--- config.mk ---
export PLATFORM = sky130hd
export DESIGN_NAME = rgb_to_hsv_convert_core
export DESIGN_NICKNAME = d
export VERILOG_FILES = /design/src/rtl/rgbhsv_pkg.sv /design/src/rtl/rgb_to_hsv_convert_core.sv
export SDC_FILE = /design/constraint.sdc
export NUM_CORES = 2
export LEC_CHECK = 0
export BUFFER_PORTS_ARGS = -buffer_cell sky130_fd_sc_hd__buf_2
export CAP_MARGIN = 5
export CORE_AREA = 2 2 336 338
export CTS_BUF_LIST = sky130_fd_sc_hd__clkbuf_4
export CTS_CLUSTER_SIZE = 10
export DETAILED_ROUTE_END_ITERATION = 7
export DIE_AREA = 0 0 338 340
export GPL_ROUTABILITY_DRIVEN = 0
export PLACE_DENSITY = 0.78
export SKIP_CTS_REPAIR_TIMING = 1
export SLEW_MARGIN = 20
export SYNTH_ARGS = -nofsm -noshare
export SYNTH_HDL_FRONTEND = slang
export SYNTH_SLANG_ARGS = --single-unit
export TNS_END_PERCENT = 50
--- constraint.sdc ---
create_clock -name clk -period 38.1 [get_ports clk]
set_input_delay 3.81 -clock clk [delete_from_list [all_inputs] [get_ports clk]]
set_output_delay 3.81 -clock clk [all_outputs]
set_load 0.005 [all_outputs]
--- src/rtl/rgbhsv_pkg.sv ---
// ----------------------------------------------------------------------------
// RGB to HSV conversion package
// Port widths, divider step count and hue sector codes.
// ----------------------------------------------------------------------------
package rgbhsv_pkg;

    localparam int CH_W      = 16;
    localparam int HUE_W     = 16;
    localparam int SAT_W     = 13;
    localparam int VAL_W     = 13;
    localparam int HUE_STEPS = 16;

    typedef enum logic [1:0] {
        SEC_RED,
        SEC_GREEN,
        SEC_BLUE
    } sector_t;

endpackage

--- src/rtl/rgb_to_hsv_convert_core.sv ---
// ----------------------------------------------------------------------------
// RGB to HSV conversion core
// Pipeline: clamp, min/max, sector numerator, then 16 restoring divider
// stages for hue, of which the first FRAC_BITS also step saturation.
// Throughput: one pixel per cycle; the pipeline holds as a whole while the
// result is stalled. The divider stage chain sets the latency.
// Reset clears all valid bits; payload registers are not reset.
// ----------------------------------------------------------------------------
module rgb_to_hsv_convert_core #(
    parameter int FRAC_BITS = 12
) (
    input  logic                                 clk,
    input  logic                                 rst_n,
    input  logic                                 pix_valid,
    output logic                                 pix_stall,
    input  logic signed [rgbhsv_pkg::CH_W-1:0]   red_in,
    input  logic signed [rgbhsv_pkg::CH_W-1:0]   green_in,
    input  logic signed [rgbhsv_pkg::CH_W-1:0]   blue_in,
    output logic                                 hsv_valid,
    input  logic                                 hsv_stall,
    output logic        [rgbhsv_pkg::HUE_W-1:0]  hue_out,
    output logic        [rgbhsv_pkg::SAT_W-1:0]  sat_out,
    output logic        [rgbhsv_pkg::VAL_W-1:0]  val_out
);
    import rgbhsv_pkg::*;

    localparam int CW = FRAC_BITS + 1;
    localparam int DW = FRAC_BITS + 3;
    localparam int QW = FRAC_BITS + 1;
    localparam int NS = HUE_STEPS;
    localparam logic [CW-1:0] ONE_VAL = CW'(1) << FRAC_BITS;

    function automatic logic [CW-1:0] clamp_ch(input logic signed [CH_W-1:0] x);
        logic signed [CH_W+1:0] xe;
        logic signed [CH_W+1:0] one_e;
        logic        [CW-1:0]   res;
        xe    = (CH_W+2)'(x);
        one_e = $signed((CH_W+2)'(ONE_VAL));
        if (x[CH_W-1])
        begin
            res = '0;
        end
        else if (xe > one_e)
        begin
            res = ONE_VAL;
        end
        else
        begin
            res = CW'(x[CH_W-2:0]);
        end
        return res;
    endfunction

    logic adv;
    logic [NS+2:0] valid_reg;

    assign adv       = !(valid_reg[NS+2] && hsv_stall);
    assign pix_stall = !adv;
    assign hsv_valid = valid_reg[NS+2];

    always_ff @(posedge clk or negedge rst_n)
    begin
        if (!rst_n)
        begin
            valid_reg <= '0;
        end
        else if (adv)
        begin
            valid_reg <= {valid_reg[NS+1:0], pix_valid};
        end
    end

    // Stage 1: clamp
    logic [CW-1:0] r1_reg, g1_reg, b1_reg;

    always_ff @(posedge clk)
    begin
        if (adv)
        begin
            r1_reg <= clamp_ch(red_in);
            g1_reg <= clamp_ch(green_in);
            b1_reg <= clamp_ch(blue_in);
        end
    end

    // Stage 2: max, min, chroma, sector difference
    logic                 red_sel, grn_sel;
    logic                 rmin, gmin;
    logic [CW-1:0]        vmax_next, vmin_next;
    logic signed [CW:0]   diff_next;
    sector_t              sec_next;
    logic [CW-1:0]        vmax2_reg, chroma2_reg;
    logic signed [CW:0]   diff2_reg;
    sector_t              sec2_reg;

    always_comb
    begin
        red_sel = (r1_reg >= g1_reg) && (r1_reg >= b1_reg);
        grn_sel = !red_sel && (g1_reg >= b1_reg);
        rmin    = (r1_reg <= g1_reg) && (r1_reg <= b1_reg);
        gmin    = !rmin && (g1_reg <= b1_reg);
        if (red_sel)
        begin
            vmax_next = r1_reg;
            sec_next  = SEC_RED;
            diff_next = $signed({1'b0, g1_reg}) - $signed({1'b0, b1_reg});
        end
        else if (grn_sel)
        begin
            vmax_next = g1_reg;
            sec_next  = SEC_GREEN;
            diff_next = $signed({1'b0, b1_reg}) - $signed({1'b0, r1_reg});
        end
        else
        begin
            vmax_next = b1_reg;
            sec_next  = SEC_BLUE;
            diff_next = $signed({1'b0, r1_reg}) - $signed({1'b0, g1_reg});
        end
        if (rmin)
        begin
            vmin_next = r1_reg;
        end
        else if (gmin)
        begin
            vmin_next = g1_reg;
        end
        else
        begin
            vmin_next = b1_reg;
        end
    end

    always_ff @(posedge clk)
    begin
        if (adv)
        begin
            vmax2_reg   <= vmax_next;
            chroma2_reg <= vmax_next - vmin_next;
            diff2_reg   <= diff_next;
            sec2_reg    <= sec_next;
        end
    end

    // Stage 3: hue numerator, divisors, saturation integer bit
    logic [DW-1:0]        chroma_e;
    logic [DW-1:0]        hd_next;
    logic signed [DW:0]   diff_e;
    logic signed [DW:0]   num_next;
    logic                 sint_next;

    logic [DW-1:0]  hrem_reg [0:NS];
    logic [DW-1:0]  hd_reg   [0:NS];
    logic [HUE_W-1:0] hq_reg [0:NS];
    logic [CW-1:0]  srem_reg [0:NS];
    logic [QW-1:0]  sq_reg   [0:NS];
    logic [CW-1:0]  vmax_reg [0:NS];
    logic           gray_reg [0:NS];

    always_comb
    begin
        chroma_e  = DW'(chroma2_reg);
        hd_next   = (chroma_e << 2) + (chroma_e << 1);
        diff_e    = (DW+1)'(diff2_reg);
        sint_next = (chroma2_reg == vmax2_reg);
        case (sec2_reg)
            SEC_RED:
            begin
                if (diff2_reg < 0)
                begin
                    num_next = diff_e + $signed({1'b0, hd_next});
                end
                else
                begin
                    num_next = diff_e;
                end
            end
            SEC_GREEN:
            begin
                num_next = diff_e + $signed({1'b0, chroma_e << 1});
            end
            default:
            begin
                num_next = diff_e + $signed({1'b0, chroma_e << 2});
            end
        endcase
    end

    always_ff @(posedge clk)
    begin
        if (adv)
        begin
            hrem_reg[0] <= DW'(num_next);
            hd_reg[0]   <= hd_next;
            hq_reg[0]   <= '0;
            srem_reg[0] <= sint_next ? '0 : chroma2_reg;
            sq_reg[0]   <= QW'(sint_next);
            vmax_reg[0] <= vmax2_reg;
            gray_reg[0] <= (chroma2_reg == '0);
        end
    end

    // Stages 4 and on: one hue quotient bit per stage; saturation only in the first FRAC_BITS
    for (genvar k = 0; k < NS; k++)
    begin : g_div
        logic [DW:0]      ht;
        logic             hge;
        logic [DW-1:0]    hrem_next;
        logic [HUE_W-1:0] hq_next;
        logic [CW-1:0]    srem_next;
        logic [QW-1:0]    sq_next;

        always_comb
        begin
            ht        = {hrem_reg[k], 1'b0};
            hge       = (ht >= {1'b0, hd_reg[k]});
            hrem_next = hge ? DW'(ht - {1'b0, hd_reg[k]}) : DW'(ht);
            hq_next   = {hq_reg[k][HUE_W-2:0], hge};
        end

        if (k < FRAC_BITS)
        begin : g_sat
            logic [CW:0] st;
            logic        sge;

            always_comb
            begin
                st        = {srem_reg[k], 1'b0};
                sge       = (st >= {1'b0, vmax_reg[k]});
                srem_next = sge ? CW'(st - {1'b0, vmax_reg[k]}) : CW'(st);
                sq_next   = {sq_reg[k][QW-2:0], sge};
            end
        end
        else
        begin : g_hold
            assign srem_next = srem_reg[k];
            assign sq_next   = sq_reg[k];
        end

        always_ff @(posedge clk)
        begin
            if (adv)
            begin
                hrem_reg[k+1] <= hrem_next;
                hd_reg[k+1]   <= hd_reg[k];
                hq_reg[k+1]   <= hq_next;
                srem_reg[k+1] <= srem_next;
                sq_reg[k+1]   <= sq_next;
                vmax_reg[k+1] <= vmax_reg[k];
                gray_reg[k+1] <= gray_reg[k];
            end
        end
    end

    assign hue_out = gray_reg[NS] ? '0 : hq_reg[NS];
    assign sat_out = gray_reg[NS] ? '0 : SAT_W'(sq_reg[NS]);
    assign val_out = VAL_W'(vmax_reg[NS]);

endmodule

==> metrics <==
status finished clean; Post-synth top cells 1203 x edfxtp_1, 600 x inv_1, 484 x ha_1; cts bufs inserted 330; unrepaired setup endpoints after global routing false; Achievable Freq 116 MHz; Syn Inst Count 5460; # rows 123; Max-Cap Viols 0; post-synth top area share 55.2%; cell taking the most area after synthesis edfxtp_1; initial antenna violation count 1; synth top area cells edfxtp_1 55%, ha_1 9.3%, mux2_2 3.6%; Clock Path Buffers 4; total grt overflow 0; CTS sink cnt 1222; Post-synth ARST share 1.55%; Wirelength per Cell 16.2 um; Met3 Wirelength between 6000 and 7000 um; Tightest Pin Transition 1.08 ns; die area 0.115 mm^2; Final nets 6401; core box area 0.112 mm^2; # DRC 0; TritonRoute pass-1 iters 5; max layer used met4; Tcrit/Tclk final 22.6%; # setup viols final 0; Crit Path Max Fanout 42; placed insts 6999; Slew Viols, Final 0; Die Height 340 um; filler-free cell count of the finished design 7531; Critical Path End Type primary output; register area share after synthesis 56.0%; Initial Util 58.6%; met2 wire len 62900 um; vias per cell 5.67; Die Width 338 um; io pins between 90 and 100; number of synthesized flops with an enable pin 1203; Setup crit start kind primary input; Mapped Area 0.0654 mm^2; area grow syn2layout 9.49%; CP Class in2out; top-count cell post-synth edfxtp_1; Initial DRC Count 2656; pin count of the biggest net entering global routing 180; IO buf count 95; min Tclk post-route between 8 and 9 ns; share of cells above drive strength 1 roughly 15%; syn_nets between 6000 and 7000; TritonCTS clock tree done; max reg flops 225; HP Class reg2reg; first-pass GRT wire length 202000 um; Seq cells post-synth around 1200; predominant post-synthesis flop cell edfxtp_1; Distinct cells, synth 78; GR Util All Layers 21.5%; root buffer cell clkbuf_4; Mean Syn Cell Area 12.0 um^2; clk_lat worst skew 1.16 ns; CP Data Required Time roughly 34 ns; via count 42700; vias in the first global route approximately 43000; WL met1 48100 um; drt total wl around 120000 um; clk slew on worst S/H paths ~0.060 ns; Slew HR 27.9%; Fin Clk Skew just over 0.08 ns; Arr. time, crit path 4.79 ns; H-Tree Level Count 5; Fin Setup TNS 0 ns; Hold Vio Cnt, Final 0; Final ANT Viol Nets 0; post-DP HPWL 88000 um; Synth warnings 0
## cell usage in the layout (no fill, tap or decap), types with 75 or more instances in the layout
cell type	instances
xnor2_1	203
nor2b_1	156
nor3_1	140
nor2_1	367
edfxtp_1	1203
o21ai_0	253
xor2_1	75
clkbuf_4	456
ha_1	484
o21a_1	83
buf_2	95
nand2_1	265
nand3_1	76
mux2_2	210
inv_1	600
a21oi_1	295
nand2b_1	78
## path summary, 6_finish.rpt
path                            slack (ns)            from         endpoint  depth (start not counted)
max in group asynchronous            35.16           rst_n     valid_reg[8]                          1
worst min register to register        0.38  hd_reg[0][130]   hd_reg[0][145]                          0
min in group asynchronous             2.61           rst_n    valid_reg[16]                          1
worst max register to register       32.41       r1_reg[0]  chroma2_reg[12]                         22
worst max-delay path                 29.50       hsv_stall        pix_stall                          4
worst min-delay path                  0.38  hd_reg[0][130]   hd_reg[0][145]                          0
## worst max-delay path: stages
cell,delay [ns]
buf_2,0.11
nand2_4,0.44
inv_1,0.21
buf_2,0.18
## cells by family (layout without fill, tap and decap cells)
| logic type | Yosys count | after routing | share of synthesized area, % |
|---|---|---|---|
| buffers and inverters | 692 | 1262 | 4.09 |
| XOR/XNOR | 279 | 279 | 3.76 |
| AO/OA/AOI/OAI | 1109 | 1109 | 11.1 |
| other | 0 | 1 | 0 |
| flip-flops | 1222 | 1222 | 56.0 |
| AND/OR/NAND/NOR | 1395 | 1395 | 10.7 |
| adder cells (fa/ha/maj) | 518 | 518 | 10.3 |
| multiplexers | 245 | 245 | 4.15 |
## per-stage QoR
stage	util (%)	hold slack (ns)	instance area [um^2]	worst slack, ns
after floorplan	-	0.400	65400	14.62
after global placement	60.6	0.400	67700	29.47
after detailed placement	60.6	0.405	67700	29.49
after CTS	64.2	0.357	71600	29.49
after global routing	64.2	0.373	71600	29.40
final	64.2	0.379	71600	29.50
## area by class of cell
| cell class | count | area [um^2] |
|---|---|---|
| repair buffers | 131 | 758 |
| multi-input cells | 3546 | 26200 |
| flip-flops and latches | 1222 | 36600 |
| well taps | 1500 | 1880 |
| clock buffers | 456 | 3420 |
| diodes | 1 | 2.50 |
| inverters | 600 | 2250 |
| fillers | 8274 | 40000 |
| clock inverters | 75 | 495 |
## per-layer routing
layer,track usage (%),up-vias
met1,24.3,20200
met3,4.39,365
met4,11.3,0
met2,38.2,1177
li1,-,20900
met5,0,-
Power is left out: the tool's default activity adds up to more than one toggle a clock period on the data nets, which glitch-free logic cannot reach.
